**config.mk**
```make
export PLATFORM = sky130hd
export DESIGN_NAME = priority_ready_queue_dispatcher
export DESIGN_NICKNAME = d
export VERILOG_FILES = /design/src/sv/rqd_pkg.sv /design/src/sv/rqd_mem.sv /design/src/sv/rqd_ctrl.sv /design/src/sv/priority_ready_queue_dispatcher.sv
export SDC_FILE = /design/constraint.sdc
export NUM_CORES = 1
export LEC_CHECK = 0
export BUFFER_PORTS_ARGS = -buffer_cell sky130_fd_sc_hd__clkbuf_2
export CELL_PAD_IN_SITES_DETAIL_PLACEMENT = 1
export CELL_PAD_IN_SITES_GLOBAL_PLACEMENT = 2
export CORE_ASPECT_RATIO = 1.1
export CORE_MARGIN = 4
export CORE_UTILIZATION = 48
export CTS_CLUSTER_SIZE = 30
export DETAILED_ROUTE_END_ITERATION = 16
export HOLD_SLACK_MARGIN = 0.15
export PLACE_DENSITY_LB_ADDON = 0.1
export SLEW_MARGIN = 20
export SYNTH_ARGS = -nofsm -noshare
export SYNTH_HDL_FRONTEND = slang
export SYNTH_SLANG_ARGS = --single-unit
export TNS_END_PERCENT = 20
```
**constraint.sdc**
```tcl
create_clock -name clk -period 4.7 [get_ports clk]
set_clock_uncertainty 0.1 [all_clocks]
set_input_delay 0.705 -clock clk [delete_from_list [all_inputs] [get_ports clk]]
set_output_delay 0.705 -clock clk [all_outputs]
set_load 0.01 [all_outputs]
```
**src/sv/rqd_pkg.sv**
```systemverilog
`timescale 1ns / 1ps
// ----------------------------------------------------------------------------
// Run-queue dispatcher package
// Shared field widths, event codes, sequencer states and the result record.
// ----------------------------------------------------------------------------
package rqd_pkg;

    localparam int FUNC_W            = 2;
    localparam int ID_W              = 4;
    localparam int PRIO_IN_W         = 8;
    localparam int COUNT_W           = 5;
    localparam int S_TDATA_W         = 16;
    localparam int M_TDATA_W         = 24;
    localparam int DEF_QUEUE_DEPTH   = 16;
    localparam int DEF_PRIORITY_BITS = 8;

    typedef enum logic [FUNC_W-1:0] {
        FUNC_ENQUEUE  = 2'd0,
        FUNC_DISPATCH = 2'd1,
        FUNC_YIELD    = 2'd2,
        FUNC_BLOCK    = 2'd3
    } func_t;

    typedef enum logic [2:0] {
        ST_IDLE,
        ST_INS_START,
        ST_INS_SCAN,
        ST_INS_HEAD,
        ST_DISP,
        ST_DISP_POP,
        ST_DONE
    } state_t;

    typedef struct packed {
        logic                 dropped;
        logic [COUNT_W-1:0]   queue_count;
        logic [PRIO_IN_W-1:0] running_priority;
        logic [ID_W-1:0]      running_id;
        logic                 running_valid;
    } res_t;

endpackage

```
**src/sv/rqd_mem.sv**
```systemverilog
`timescale 1ns / 1ps
// ----------------------------------------------------------------------------
// Run-queue entry memory
// One write port and one read port, read data registered.
// ----------------------------------------------------------------------------
module rqd_mem #(
    parameter int DEPTH  = rqd_pkg::DEF_QUEUE_DEPTH,
    parameter int DATA_W = rqd_pkg::ID_W + rqd_pkg::DEF_PRIORITY_BITS
) (
    input  logic                     clk,
    input  logic                     wr_en,
    input  logic [$clog2(DEPTH)-1:0] wr_addr,
    input  logic [DATA_W-1:0]        wr_data,
    input  logic                     rd_en,
    input  logic [$clog2(DEPTH)-1:0] rd_addr,
    output logic [DATA_W-1:0]        rd_data
);

    logic [DATA_W-1:0] mem_array [DEPTH];
    logic [DATA_W-1:0] rd_data_reg;

    always_ff @(posedge clk)
    begin
        if (wr_en)
        begin
            mem_array[wr_addr] <= wr_data;
        end
        if (rd_en)
        begin
            rd_data_reg <= mem_array[rd_addr];
        end
    end

    assign rd_data = rd_data_reg;

endmodule

```
**src/sv/rqd_ctrl.sv**
```systemverilog
`timescale 1ns / 1ps
// ----------------------------------------------------------------------------
// Run-queue sequencer
// Holds head, fill and running slot; drives the entry memory for sorted
// insert (tail-first scan and shift) and head pop.
// ----------------------------------------------------------------------------
module rqd_ctrl #(
    parameter int QUEUE_DEPTH   = rqd_pkg::DEF_QUEUE_DEPTH,
    parameter int PRIORITY_BITS = rqd_pkg::DEF_PRIORITY_BITS
) (
    input  logic                                        clk,
    input  logic                                        rst_n,
    input  logic                                        in_valid,
    output logic                                        in_ready,
    input  rqd_pkg::func_t                              in_func,
    input  logic [rqd_pkg::ID_W-1:0]                    in_id,
    input  logic [rqd_pkg::PRIO_IN_W-1:0]               in_prio,
    output logic                                        res_valid,
    input  logic                                        res_ready,
    output rqd_pkg::res_t                               res,
    output logic                                        mem_wr_en,
    output logic [$clog2(QUEUE_DEPTH)-1:0]              mem_wr_addr,
    output logic [rqd_pkg::ID_W+PRIORITY_BITS-1:0]      mem_wr_data,
    output logic                                        mem_rd_en,
    output logic [$clog2(QUEUE_DEPTH)-1:0]              mem_rd_addr,
    input  logic [rqd_pkg::ID_W+PRIORITY_BITS-1:0]      mem_rd_data
);

    import rqd_pkg::*;

    localparam int IDX_W = $clog2(QUEUE_DEPTH);
    localparam int CNT_W = $clog2(QUEUE_DEPTH + 1);
    localparam int SUM_W = IDX_W + 1;
    localparam int ENT_W = ID_W + PRIORITY_BITS;

    state_t                   state_reg, state_next;
    func_t                    func_reg, func_next;
    logic [ID_W-1:0]          ins_id_reg, ins_id_next;
    logic [PRIORITY_BITS-1:0] ins_prio_reg, ins_prio_next;
    logic                     drop_reg, drop_next;
    logic [CNT_W-1:0]         fill_reg, fill_next;
    logic [IDX_W-1:0]         head_reg, head_next;
    logic [CNT_W-1:0]         k_reg, k_next;
    logic                     run_valid_reg, run_valid_next;
    logic [ID_W-1:0]          run_id_reg, run_id_next;
    logic [PRIORITY_BITS-1:0] run_prio_reg, run_prio_next;

    logic [PRIORITY_BITS-1:0] in_prio_k;
    logic [PRIO_IN_W-1:0]     run_prio_out;
    logic [COUNT_W-1:0]       fill_out;
    logic [ID_W-1:0]          rd_id;
    logic [PRIORITY_BITS-1:0] rd_prio;
    logic [ENT_W-1:0]         ins_entry;
    logic                     full;
    logic                     fill_zero;
    logic                     hit;
    logic                     last;

    // Map a queue offset onto a memory address relative to the head.
    function automatic logic [IDX_W-1:0] off_addr(input logic [IDX_W-1:0] head,
                                                  input logic [CNT_W-1:0] off);
        logic [SUM_W-1:0] sum;
        sum = SUM_W'(head) + SUM_W'(off);
        if (sum >= SUM_W'(QUEUE_DEPTH))
        begin
            sum = sum - SUM_W'(QUEUE_DEPTH);
        end
        return sum[IDX_W-1:0];
    endfunction

    // Keep the low PRIORITY_BITS of the incoming priority, and the reverse on output.
    for (genvar g = 0; g < PRIORITY_BITS; g++)
    begin : g_prio_in
        if (g < PRIO_IN_W)
        begin : g_bit
            assign in_prio_k[g] = in_prio[g];
        end
        else
        begin : g_zero
            assign in_prio_k[g] = 1'b0;
        end
    end

    for (genvar g = 0; g < PRIO_IN_W; g++)
    begin : g_prio_out
        if (g < PRIORITY_BITS)
        begin : g_bit
            assign run_prio_out[g] = run_prio_reg[g];
        end
        else
        begin : g_zero
            assign run_prio_out[g] = 1'b0;
        end
    end

    for (genvar g = 0; g < COUNT_W; g++)
    begin : g_count_out
        if (g < CNT_W)
        begin : g_bit
            assign fill_out[g] = fill_reg[g];
        end
        else
        begin : g_zero
            assign fill_out[g] = 1'b0;
        end
    end

    assign rd_id     = mem_rd_data[ID_W-1:0];
    assign rd_prio   = mem_rd_data[ENT_W-1:ID_W];
    assign ins_entry = {ins_prio_reg, ins_id_reg};
    assign full      = (fill_reg == CNT_W'(QUEUE_DEPTH));
    assign fill_zero = (fill_reg == '0);
    assign hit       = (rd_prio >= ins_prio_reg);
    assign last      = (k_reg == '0);

    // Next state
    always_comb
    begin
        state_next = state_reg;
        unique case (state_reg)
            ST_IDLE:
            begin
                if (in_valid)
                begin
                    priority if (in_func == FUNC_ENQUEUE)
                        state_next = full ? ST_DONE : ST_INS_START;
                    else if (in_func == FUNC_YIELD && run_valid_reg && !full)
                        state_next = ST_INS_START;
                    else
                        state_next = ST_DISP;
                end
            end
            ST_INS_START:
            begin
                if (fill_zero)
                    state_next = (func_reg == FUNC_YIELD) ? ST_DISP : ST_DONE;
                else
                    state_next = ST_INS_SCAN;
            end
            ST_INS_SCAN:
            begin
                if (hit)
                    state_next = (func_reg == FUNC_YIELD) ? ST_DISP : ST_DONE;
                else if (last)
                    state_next = ST_INS_HEAD;
            end
            ST_INS_HEAD:
            begin
                state_next = (func_reg == FUNC_YIELD) ? ST_DISP : ST_DONE;
            end
            ST_DISP:
            begin
                state_next = fill_zero ? ST_DONE : ST_DISP_POP;
            end
            ST_DISP_POP:
            begin
                state_next = ST_DONE;
            end
            ST_DONE:
            begin
                if (res_ready)
                    state_next = ST_IDLE;
            end
            default:
            begin
                state_next = ST_IDLE;
            end
        endcase
    end

    // Handshake and memory port
    always_comb
    begin
        in_ready    = (state_reg == ST_IDLE);
        res_valid   = (state_reg == ST_DONE);
        mem_wr_en   = 1'b0;
        mem_wr_addr = '0;
        mem_wr_data = ins_entry;
        mem_rd_en   = 1'b0;
        mem_rd_addr = '0;
        unique case (state_reg)
            ST_INS_START:
            begin
                if (fill_zero)
                begin
                    mem_wr_en   = 1'b1;
                    mem_wr_addr = head_reg;
                end
                else
                begin
                    mem_rd_en   = 1'b1;
                    mem_rd_addr = off_addr(head_reg, fill_reg - CNT_W'(1));
                end
            end
            ST_INS_SCAN:
            begin
                // Place the new entry behind this one, or shift this one up.
                mem_wr_en   = 1'b1;
                mem_wr_addr = off_addr(head_reg, k_reg + CNT_W'(1));
                if (!hit)
                begin
                    mem_wr_data = mem_rd_data;
                    if (!last)
                    begin
                        mem_rd_en   = 1'b1;
                        mem_rd_addr = off_addr(head_reg, k_reg - CNT_W'(1));
                    end
                end
            end
            ST_INS_HEAD:
            begin
                mem_wr_en   = 1'b1;
                mem_wr_addr = head_reg;
            end
            ST_DISP:
            begin
                mem_rd_en   = !fill_zero;
                mem_rd_addr = head_reg;
            end
            default:
            begin
            end
        endcase
    end

    // Datapath next values
    always_comb
    begin
        func_next      = func_reg;
        ins_id_next    = ins_id_reg;
        ins_prio_next  = ins_prio_reg;
        drop_next      = drop_reg;
        fill_next      = fill_reg;
        head_next      = head_reg;
        k_next         = k_reg;
        run_valid_next = run_valid_reg;
        run_id_next    = run_id_reg;
        run_prio_next  = run_prio_reg;
        unique case (state_reg)
            ST_IDLE:
            begin
                if (in_valid)
                begin
                    func_next     = in_func;
                    ins_id_next   = in_id;
                    ins_prio_next = in_prio_k;
                    drop_next     = 1'b0;
                    if (in_func == FUNC_ENQUEUE)
                    begin
                        drop_next = full;
                    end
                    else if (in_func == FUNC_YIELD)
                    begin
                        ins_id_next   = run_id_reg;
                        ins_prio_next = run_prio_reg;
                        drop_next     = run_valid_reg && full;
                    end
                end
            end
            ST_INS_START:
            begin
                if (fill_zero)
                    fill_next = fill_reg + CNT_W'(1);
                else
                    k_next = fill_reg - CNT_W'(1);
            end
            ST_INS_SCAN:
            begin
                if (hit)
                    fill_next = fill_reg + CNT_W'(1);
                else
                    k_next = k_reg - CNT_W'(1);
            end
            ST_INS_HEAD:
            begin
                fill_next = fill_reg + CNT_W'(1);
            end
            ST_DISP:
            begin
                if (fill_zero)
                begin
                    run_valid_next = 1'b0;
                    run_id_next    = '0;
                    run_prio_next  = '0;
                end
            end
            ST_DISP_POP:
            begin
                run_valid_next = 1'b1;
                run_id_next    = rd_id;
                run_prio_next  = rd_prio;
                fill_next      = fill_reg - CNT_W'(1);
                head_next      = (head_reg == IDX_W'(QUEUE_DEPTH - 1)) ? '0
                                                                       : head_reg + IDX_W'(1);
            end
            default:
            begin
            end
        endcase
    end

    always_ff @(posedge clk or negedge rst_n)
    begin
        if (!rst_n)
        begin
            state_reg     <= ST_IDLE;
            drop_reg      <= 1'b0;
            fill_reg      <= '0;
            head_reg      <= '0;
            run_valid_reg <= 1'b0;
            run_id_reg    <= '0;
            run_prio_reg  <= '0;
        end
        else
        begin
            state_reg     <= state_next;
            drop_reg      <= drop_next;
            fill_reg      <= fill_next;
            head_reg      <= head_next;
            run_valid_reg <= run_valid_next;
            run_id_reg    <= run_id_next;
            run_prio_reg  <= run_prio_next;
        end
    end

    always_ff @(posedge clk)
    begin
        func_reg     <= func_next;
        ins_id_reg   <= ins_id_next;
        ins_prio_reg <= ins_prio_next;
        k_reg        <= k_next;
    end

    assign res.running_valid    = run_valid_reg;
    assign res.running_id       = run_id_reg;
    assign res.running_priority = run_prio_out;
    assign res.queue_count      = fill_out;
    assign res.dropped          = drop_reg;

endmodule

```
**src/sv/priority_ready_queue_dispatcher.sv**
```systemverilog
`timescale 1ns / 1ps
// ----------------------------------------------------------------------------
// Priority ready-queue dispatcher
// Thread run queue sorted by priority (FIFO among equals) with a running slot.
// ----------------------------------------------------------------------------
//
//  Channel   Dir   Handshake            Payload
//  --------  ----  -------------------  -------------------------------------
//  s_*       in    s_tvalid / s_tready  tuser: func; tdata: thread_id, priority
//  m_*       out   m_tvalid / m_tready  tdata: running slot, queue count, drop
//
//  Sequencing: one event at a time, held from acceptance until its result
//  is taken into the result register. Dispatch and block pop the head entry
//  into the running slot, or clear the slot on an empty queue; an enqueue
//  shifts every waiting entry of lower priority up by one place.
//  Yield with a thread running and room in the queue is the insert of the
//  running thread followed by a dispatch; otherwise it is a dispatch alone.
//  The pace is set by the entry memory, with one read port and one write
//  port, scanned from the tail.
//  Reset: queue empty, nothing running; the entry memory is not cleared.
//  Stalls: a held result does not stop the next event being accepted; the
//  sequencer waits only when it has a new result and the output is still full.
//
module priority_ready_queue_dispatcher #(
    parameter int QUEUE_DEPTH   = rqd_pkg::DEF_QUEUE_DEPTH,
    parameter int PRIORITY_BITS = rqd_pkg::DEF_PRIORITY_BITS
) (
    input  logic                          clk,
    input  logic                          rst_n,
    input  logic                          s_tvalid,
    output logic                          s_tready,
    // [3:0] thread_id, [11:4] thread_priority, [15:12] zero
    input  logic [rqd_pkg::S_TDATA_W-1:0] s_tdata,
    // [1:0] func
    input  logic [rqd_pkg::FUNC_W-1:0]    s_tuser,
    output logic                          m_tvalid,
    input  logic                          m_tready,
    // [0] running_valid, [4:1] running_id, [12:5] running_priority,
    // [17:13] queue_count, [18] dropped, [23:19] zero
    output logic [rqd_pkg::M_TDATA_W-1:0] m_tdata
);

    import rqd_pkg::*;

    localparam int IDX_W = $clog2(QUEUE_DEPTH);
    localparam int ENT_W = ID_W + PRIORITY_BITS;
    localparam int RES_W = $bits(res_t);

    logic             res_valid;
    logic             res_ready;
    res_t             res;
    logic             mem_wr_en;
    logic [IDX_W-1:0] mem_wr_addr;
    logic [ENT_W-1:0] mem_wr_data;
    logic             mem_rd_en;
    logic [IDX_W-1:0] mem_rd_addr;
    logic [ENT_W-1:0] mem_rd_data;

    logic             m_tvalid_reg;
    res_t             m_res_reg;

    rqd_ctrl #(
        .QUEUE_DEPTH   (QUEUE_DEPTH),
        .PRIORITY_BITS (PRIORITY_BITS)
    ) u_ctrl (
        .clk         (clk),
        .rst_n       (rst_n),
        .in_valid    (s_tvalid),
        .in_ready    (s_tready),
        .in_func     (func_t'(s_tuser)),
        .in_id       (s_tdata[ID_W-1:0]),
        .in_prio     (s_tdata[ID_W+PRIO_IN_W-1:ID_W]),
        .res_valid   (res_valid),
        .res_ready   (res_ready),
        .res         (res),
        .mem_wr_en   (mem_wr_en),
        .mem_wr_addr (mem_wr_addr),
        .mem_wr_data (mem_wr_data),
        .mem_rd_en   (mem_rd_en),
        .mem_rd_addr (mem_rd_addr),
        .mem_rd_data (mem_rd_data)
    );

    rqd_mem #(
        .DEPTH  (QUEUE_DEPTH),
        .DATA_W (ENT_W)
    ) u_mem (
        .clk     (clk),
        .wr_en   (mem_wr_en),
        .wr_addr (mem_wr_addr),
        .wr_data (mem_wr_data),
        .rd_en   (mem_rd_en),
        .rd_addr (mem_rd_addr),
        .rd_data (mem_rd_data)
    );

    // Output register: free when empty or being drained this cycle.
    assign res_ready = !m_tvalid_reg || m_tready;

    always_ff @(posedge clk or negedge rst_n)
    begin
        if (!rst_n)
        begin
            m_tvalid_reg <= 1'b0;
        end
        else if (res_ready)
        begin
            m_tvalid_reg <= res_valid;
        end
    end

    // Hold the result while the consumer stalls.
    always_ff @(posedge clk)
    begin
        if (res_ready && res_valid)
        begin
            m_res_reg <= res;
        end
    end

    assign m_tvalid = m_tvalid_reg;
    assign m_tdata  = {(M_TDATA_W - RES_W)'(0), m_res_reg};

endmodule

```
==> metrics.csv, run 1 <==
stage,metric,value,unit
outcome,result of the run,"complete, no violations",
cells_and_area,post-route insts no fill,1241,
synthesis,Post-synth top flop,sky130_fd_sc_hd__edfxtp_1,
worst_setup_path,CP endpoint kind,flop,
worst_setup_path,arrival time worst endpoint,4.00,ns
cells_and_area,fin area,13100,sq um
clocking,CTS Hold Buffers Added,1,
clocking,TritonCTS sink count,269,
global_routing,number of global-route vias before repair,7702,
drt,post-route antenna net violation count,0,
cells_and_area,"flip-flop count of the largest register, all copies and words added",192,
placed_design,Detailed Place HPWL,18700,um
cells_and_area,number of fill cells in the layout,2347,
worst_setup_path,Setup crit start kind,flop,
clocking,number of buffers added by the clock tree synthesis step,28,
worst_setup_path,cell class contributing the biggest share of worst-path delay,simple AND/OR/NAND/NOR gates,
timing,timing-limited maximum frequency,262,MHz
timing,Final Hold Viols,0,
clocking,clock insertion delay at the later pin of the skew report,0.55,ns
synthesis,synthesis warning total,0,
synthesis,number of enable-type register cells in the synthesized netlist,242,
global_routing,first-pass GRT wire length,43700,um
placed_design,placed cells,1188,
drt,aggregate routed wire length,27900,um
clocking,post-CTS setup buffers,0,
clocking,clock slew at the register clock pins of the worst setup and hold paths,0.06,ns
global_routing,overall routing resource usage,0.211,
synthesis,Mapped Avg Cell Area,13.6,sq um
worst_setup_path,buffering stage count on the worst path with inverters included,2,
synthesis,combinational family with the most area after synthesis,simple AND/OR/NAND/NOR gates,
placed_design,area of placed instances,12200,sq um
die,Core ar.,23800,sq um
synthesis,adder-cell share of the synthesized area,0.0288,
timing,Worst Tran Pin Value,1.12,ns
synthesis,xor-xnor portion of the synthesized cell area,0.0143,
global_routing,maximum number of pins on one net before global-route repair,41,
worst_setup_path,Crit Path Max Fanout,14,
clocking,H-tree depth reported by CTS,1,
placed_design,number of buffers added on ports,38,
drt,Vias,7159,
worst_setup_path,dominant cell type by count on the critical path,sky130_fd_sc_hd__ha_1,
pwr,maximum ir drop on the vdd rail,334,uV
timing,number of setup violations in the final report,0,
synthesis,part of the Yosys area used for sequential elements,0.682,
drt,routed wirelength normalized by instance count,22.5,um
cells_and_area,number of diodes added for antenna fixing,0,
worst_setup_path,cell with the largest stage delay on the worst path,sky130_fd_sc_hd__and2_1,
hold_path,worst min path class,primary input to flop,
drt,detailed-route vias per instance,5.77,
clocking,root cell of the clock tree,sky130_fd_sc_hd__clkbuf_16,
cells_and_area,fraction of layout instances using a drive strength above 1,0.153,
die,width of the die,157,um
synthesis,gate count of the mapped netlist,858,
timing,post-route setup TNS,0,ns
global_routing,global route overflow,0,
worst_setup_path,biggest cell delay along the critical path,0.73,ns
clocking,Clock Tree Buf Depth,3,
synthesis,simple-gate share of the synthesized area,0.110,
drt,drt first-iter violations,413,
placed_design,Placement Setup Slack,0.797,ns
die,vertical die dimension,171,um
synthesis,"Distinct cells, synth",60,
clocking,TritonCTS clock tree,built,
cells_and_area,area delta synth->final,12.3,%
die,io pins,48,
die,number of cell rows,59,
timing,RSZ-0062 raised after global routing,false,
drt,total DRC errors in the routed layout,0,
placed_design,final weighted congestion in routability-driven placement,0.829,
timing,count of pins over their slew limit,0,
worst_setup_path,kind of critical path,flop to flop,
timing,post-route setup slack,0.886,ns
clocking,post-cts gate resize count,0,
cells_and_area,Post-layout nets,961,
timing,period utilisation layout,0.812,
timing,slew margin rel.,0.254,
drt,first-pass iteration count of the detailed router,5,
die,Die ar.,26800,sq um
worst_setup_path,CP Cell Sequence,"inv_1, ha_1, xor2_1, ha_1, xnor2_1, o31ai_1, a41oi_1, and2_1, buf_4, nand3_1, o21ai_0, o21ai_1",
pwr,Pwr Density,740,nW/um^2
pwr,PnR Total Power,9.67,mW
synthesis,Yosys reg bits,269,
global_routing,initial antenna violation count,0,
timing,final critical delay including setup and external delays,3.81,ns
synthesis,post-synthesis instance area,11600,sq um
pwr,Leak Pwr,4.82,nW
synthesis,mux cell area share after synthesis,0.0447,
worst_setup_path,critical path data required time,4.89,ns
flow_run,maxcap violations,0,
die,starting density of the core,0.490,
synthesis,share of flip-flops with an asynchronous set or reset,0.100,
synthesis,complex-gate fraction of the synthesized area,0.0890,
## Yosys cell counts, drive strengths merged (4+ instances only)
cell type | number | share of area
o21ai | 29 | 0.013
nand3 | 29 | 0.012
nor3 | 7 | 0.0030
xor2 | 7 | 0.0053
a22o | 16 | 0.012
mux2 | 24 | 0.023
xnor2 | 12 | 0.0090
edfxtp | 242 | 0.62
a221o | 11 | 0.0095
inv | 24 | 0.0077
nand2 | 133 | 0.043
o31ai | 4 | 0.0030
and2 | 4 | 0.0021
clkbuf | 22 | 0.0072
nand4 | 13 | 0.0070
a21o | 5 | 0.0032
nor2b | 9 | 0.0048
nor2 | 64 | 0.021
dfrtp | 27 | 0.058
a211oi | 5 | 0.0032
buf | 24 | 0.016
a21oi | 30 | 0.013
ha | 22 | 0.024
mux2i | 25 | 0.021
nand2b | 4 | 0.0021
nand3b | 12 | 0.0077
a32oi | 15 | 0.011
## power by group
| group | leakage (nW) | switching, mW | internal [mW] |
|---|---|---|---|
| Clock | 0.404 | 0.879 | 1.13 |
| Sequential | 2.53 | 0.288 | 3.41 |
| Combinational | 1.88 | 2.58 | 1.39 |
## worst paths after layout
| path | from | end | slack (ns) | cells after the start |
|---|---|---|---|---|
| worst max register to register | u_ctrl.fill_out[0]$_DFFE_PN0P_ | u_mem.rd_data[11]$_DFFE_PP_ | 0.89 | 12 |
| max in group asynchronous | rst_n | u_ctrl.drop_reg$_DFFE_PN0P_ | 3.35 | 2 |
| worst max-delay path | u_ctrl.fill_out[0]$_DFFE_PN0P_ | u_mem.rd_data[11]$_DFFE_PP_ | 0.89 | 12 |
| worst min register to register | u_ctrl.drop_reg$_DFFE_PN0P_ | m_tdata[18]$_DFFE_PP_ | 0.36 | 0 |
| worst min-delay path | s_tuser[0] | u_ctrl.func_reg[0]$_DFFE_PP_ | 0.31 | 1 |
| min in group asynchronous | rst_n | u_ctrl.run_valid_reg$_DFFE_PN0P_ | 0.67 | 2 |
## layout make-up
type,instances,area [sq um],share of cell area
Sequential cell,269,7940,0.607
Multi-Input combinational cell,523,3390,0.259
Clock buffer,42,773,0.0591
Timing Repair Buffer,68,443,0.0339
Tap cell,305,382,0.0292
Inverter,24,90.1,0.00689
Clock inverter,10,55.1,0.00421
## cells by family after synthesis
group | count (synthesis)
compound gates | 140
xor+xnor | 19
fa+ha+maj | 25
buf+inv | 70
flops | 269
mux | 49
other cells | 1
simple gates | 285
## layout by cell type (no fill, tap or decap), types with 13 or more instances in the layout
cell                        count
sky130_fd_sc_hd__a21oi_1       30
sky130_fd_sc_hd__a32oi_1       15
sky130_fd_sc_hd__buf_4         27
sky130_fd_sc_hd__clkbuf_2      38
sky130_fd_sc_hd__dfrtp_1       27
sky130_fd_sc_hd__nand4_1       13
sky130_fd_sc_hd__nand2_1      133
sky130_fd_sc_hd__edfxtp_1     242
sky130_fd_sc_hd__o21ai_0       18
sky130_fd_sc_hd__nor2_1        61
sky130_fd_sc_hd__clkbuf_16     28
sky130_fd_sc_hd__ha_1          22
sky130_fd_sc_hd__inv_1         24
sky130_fd_sc_hd__nand3_1       29
sky130_fd_sc_hd__a22o_1        16
sky130_fd_sc_hd__mux2_2        24
sky130_fd_sc_hd__mux2i_1       25
## metal layers
layer,part of all wire,GRT usage,vias up
met4,0.022,0.0536,0
met3,0.043,0.0274,46
met2,0.51,0.375,144
li1,-,-,3296
met1,0.43,0.276,3673
met5,0,0,-
## per-stage QoR
stage / utilization / hold WS (ns)
after CTS: 0.550 / 0.290
after floorplan: - / 0.309
after global placement: 0.515 / 0.351
after detailed placement: 0.515 / 0.341
final: 0.550 / 0.306
after global routing: 0.550 / 0.289
(Power assumes the default switching activity.)
==> run 2, diff against run 1 <==
--- a/config.mk
+++ b/config.mk
@@ -5,12 +5,13 @@
 export SDC_FILE = /design/constraint.sdc
 export NUM_CORES = 1
 export LEC_CHECK = 0
+export ABC_AREA = 1
 export BUFFER_PORTS_ARGS = -buffer_cell sky130_fd_sc_hd__clkbuf_2
 export CELL_PAD_IN_SITES_DETAIL_PLACEMENT = 1
 export CELL_PAD_IN_SITES_GLOBAL_PLACEMENT = 2
 export CORE_ASPECT_RATIO = 1.1
 export CORE_MARGIN = 4
-export CORE_UTILIZATION = 48
+export CORE_UTILIZATION = 37
 export CTS_CLUSTER_SIZE = 30
 export DETAILED_ROUTE_END_ITERATION = 16
 export HOLD_SLACK_MARGIN = 0.15
==> constraint.sdc (replaced) <==
create_clock -name clk -period 3.4 [get_ports clk]
set_clock_uncertainty 0.1 [all_clocks]
set_input_delay 0.51 -clock clk [delete_from_list [all_inputs] [get_ports clk]]
set_output_delay 0.51 -clock clk [all_outputs]
set_load 0.01 [all_outputs]
==> run 2 against run 1 <==
Non-clock buffer count grew 35. Highest routed layer unchanged. Clock power grew 60%. Register-to-register slack lost 0.60 ns. Flip-flop and latch count is the same. Critical endpoint is now u_mem.mem_array[13][5]$_DFFE_PP_.
==> metrics.csv, run 2 <==
stage,metric,value,unit
outcome,result of the run,"complete, no violations",
global_routing,number of global-route vias before repair,8806,
pwr,maximum ir drop on the vdd rail,485,uV
synthesis,leading post-synthesis cells by instance count,"242 x sky130_fd_sc_hd__edfxtp_1, 212 x sky130_fd_sc_hd__nand3_1, 195 x sky130_fd_sc_hd__nand2_1",
drt,aggregate routed wire length,32000,um
global_routing,global route overflow,0,
timing,period utilisation layout,0.916,
drt,drt first-iter violations,431,
clocking,root cell of the clock tree,sky130_fd_sc_hd__clkbuf_16,
timing,slew margin rel.,0.474,
cells_and_area,"commonest cells after routing, fill and taps aside","242 x sky130_fd_sc_hd__edfxtp_1, 211 x sky130_fd_sc_hd__nand3_1, 195 x sky130_fd_sc_hd__nand2_1",
synthesis,largest area contributor in the synthesized netlist,sky130_fd_sc_hd__edfxtp_1,
pwr,sw power,6.02,mW
synthesis,synthesis warning total,0,
timing,Hold Slack,0.179,ns
synthesis,area fraction of the dominant cell type after synthesis,0.580,
drt,first-pass iteration count of the detailed router,5,
pwr,part of the total power dissipated in sequential elements,0.349,
drt,detailed-route vias per instance,4.91,
worst_setup_path,Register-to-Register Setup Slack,0.29,ns
die,Core ar.,33400,sq um
pwr,part of the total power dissipated in the clock network,0.216,
timing,number of setup violations in the final report,0,
synthesis,gate count of the mapped netlist,1184,
synthesis,part of the Yosys area used for sequential elements,0.634,
cells_and_area,area delta synth->final,16.7,%
cells_and_area,post-route insts no fill,1719,
synthesis,Yosys reg bits,269,
cells_and_area,number of diodes added for antenna fixing,0,
drt,routed wirelength normalized by instance count,18.6,um
synthesis,post-synthesis instance area,12500,sq um
drt,top routing layer used,met4,
die,width of the die,183,um
hold_path,worst min path class,primary input to flop,
synthesis,Mapped Avg Cell Area,10.6,sq um
die,io pins,48,
pwr,Int Power,8.84,mW
cells_and_area,fraction of layout instances using a drive strength above 1,0.120,
drt,total routed wire length on the met1 layer,14800,um
synthesis,most repeated cell in the gate-level netlist after synthesis,sky130_fd_sc_hd__edfxtp_1,
synthesis,top post-synthesis cells by area,"sky130_fd_sc_hd__edfxtp_1 58%, sky130_fd_sc_hd__nand3_1 8.5%, sky130_fd_sc_hd__nand2_1 5.8%, sky130_fd_sc_hd__inv_1 5.8%, sky130_fd_sc_hd__dfrtp_1 5.4%",
timing,post-route setup slack,0.287,ns
synthesis,"Distinct cells, synth",40,
worst_setup_path,Crit Path Max Fanout,10,
worst_setup_path,critical path data required time,3.58,ns
worst_setup_path,CP endpoint kind,flop,
clocking,H-tree depth reported by CTS,1,
worst_setup_path,arrival time worst endpoint,3.29,ns
global_routing,maximum number of pins on one net before global-route repair,97,
drt,post-route antenna net violation count,0,
synthesis,Post-synth top flop,sky130_fd_sc_hd__edfxtp_1,
worst_setup_path,kind of critical path,flop to flop,
clocking,number of buffers added by the clock tree synthesis step,30,
pwr,Leak Pwr,6.01,nW
timing,count of pins over their slew limit,0,
placed_design,placed cells,1647,
global_routing,initial antenna violation count,0,
clocking,Clock Tree Buf Depth,3,
worst_setup_path,Setup crit start kind,flop,
timing,final critical delay including setup and external delays,3.11,ns
die,starting density of the core,0.375,
timing,Worst Tran Pin Value,0.789,ns
die,number of cell rows,70,
synthesis,number of enable-type register cells in the synthesized netlist,242,
timing,post-route setup TNS,0,ns
cells_and_area,"flip-flop count of the largest register, all copies and words added",192,
clocking,TritonCTS sink count,269,
cells_and_area,Post-layout nets,1310,
flow_run,maxcap violations,0,
clocking,TritonCTS clock tree,built,
placed_design,Detailed Place HPWL,20400,um
drt,Vias,8441,
synthesis,share of flip-flops with an asynchronous set or reset,0.100,
drt,total DRC errors in the routed layout,0,
pwr,Pwr Density,1020,nW/um^2
die,Die ar.,36900,sq um
pwr,combinational cell fraction of total power,0.435,
cells_and_area,"most common cell after layout, fill and taps aside",sky130_fd_sc_hd__edfxtp_1,
drt,Detail Route met2 WL,15700,um
timing,timing-limited maximum frequency,321,MHz
placed_design,number of buffers added on ports,38,
die,vertical die dimension,201,um
pwr,Switching Share,0.405,
drt,amount of wire on met3 after detailed routing,1030,um
clocking,clock insertion delay at the later pin of the skew report,0.58,ns
placed_design,final weighted congestion in routability-driven placement,0.760,
timing,Final Hold Viols,0,
timing,RSZ-0062 raised after global routing,false,
global_routing,first-pass GRT wire length,50600,um
placed_design,Placement Setup Slack,0.165,ns
global_routing,overall routing resource usage,0.174,
clocking,clock slew at the register clock pins of the worst setup and hold paths,0.06,ns
cells_and_area,number of fill cells in the layout,3642,
## run 2: cell families after synthesis
| kind of cell | synth area share |
|---|---|
| AOI/OAI and AO/OA | 0.0349 |
| xor gates and xnor gates | 0.00979 |
| adders and majority gates | 0.0268 |
| buffers and inverters | 0.0857 |
| DFF | 0.634 |
| other | 0.000299 |
| and+or+nand+nor | 0.209 |
## run 2: area by class of cell
cell class                 count  area (sq um)  area share
sequential                   269          7940       0.543
multi-input combinational    658          3560       0.243
timing repair buffer         103           818      0.0560
clock inverter                 6          55.1     0.00377
tap                          432           541      0.0370
inverter                     201           754      0.0516
clock buffer                  50           947      0.0648
## run 2: metrics by stage
stage          area (sq um)  utilization  power, mW
2_1_floorplan         12500            -       9.34
3_3_place_gp          13500        0.403       11.7
6_report              14600        0.438       14.9
4_1_cts               14600        0.438       15.2
5_1_grt               14600        0.438       16.0
3_5_place_dp          13500        0.403       11.9
## run 2: critical path, stage by stage, from the launching register on
cell	delay, ns
sky130_fd_sc_hd__dfrtp_1	0.40
sky130_fd_sc_hd__inv_1	0.15
sky130_fd_sc_hd__ha_1	0.22
sky130_fd_sc_hd__nand2_1	0.08
sky130_fd_sc_hd__nor2_2	0.15
sky130_fd_sc_hd__a31oi_1	0.23
sky130_fd_sc_hd__nor2_1	0.31
sky130_fd_sc_hd__inv_1	0.15
sky130_fd_sc_hd__o21ai_1	0.29
sky130_fd_sc_hd__nand2_1	0.17
sky130_fd_sc_hd__nor2_1	0.30
sky130_fd_sc_hd__buf_4	0.26
## run 2: routing by layer
metal / GRT usage / vias up
met5: 0 / -
met2: 0.298 / 103
met4: 0.0373 / 0
met1: 0.239 / 4160
li1: - / 4147
met3: 0.0207 / 31
## run 2: path summary, 6_finish.rpt
| check | startpoint | endpoint | cells past startpoint |
|---|---|---|---|
| max in group asynchronous | rst_n | u_ctrl.fill_out[3]$_DFFE_PN0P_ | 2 |
| min in group asynchronous | rst_n | u_ctrl.run_prio_out[2]$_DFFE_PN0P_ | 2 |
| max | u_ctrl.fill_out[1]$_DFFE_PN0P_ | u_mem.mem_array[13][5]$_DFFE_PP_ | 11 |
| min | s_tdata[1] | u_ctrl.ins_id_reg[1]$_DFFE_PP_ | 3 |
| max reg2reg | u_ctrl.fill_out[1]$_DFFE_PN0P_ | u_mem.mem_array[13][5]$_DFFE_PP_ | 11 |
| min reg2reg | u_ctrl.run_prio_out[5]$_DFFE_PN0P_ | m_tdata[10]$_DFFE_PP_ | 0 |
## run 2: power by group through the flow
stage / Clock (mW) / Sequential, mW / Combinational [mW]
finish: 3.21 / 5.19 / 6.47
global route: 3.45 / 5.26 / 7.32
CTS: 3.32 / 5.19 / 6.65
detailed placement: 0 / 5.26 / 6.59
global placement: 0 / 5.23 / 6.51
floorplan: 0 / 5.21 / 4.12
## run 2: timing repair
item                       4_1_cts  5_1_grt
gates resized for setup          0        1
hold buffers                    16        0
hold endpoints to repair        42        0
setup buffers                    0        0
setup endpoints to repair        0       21
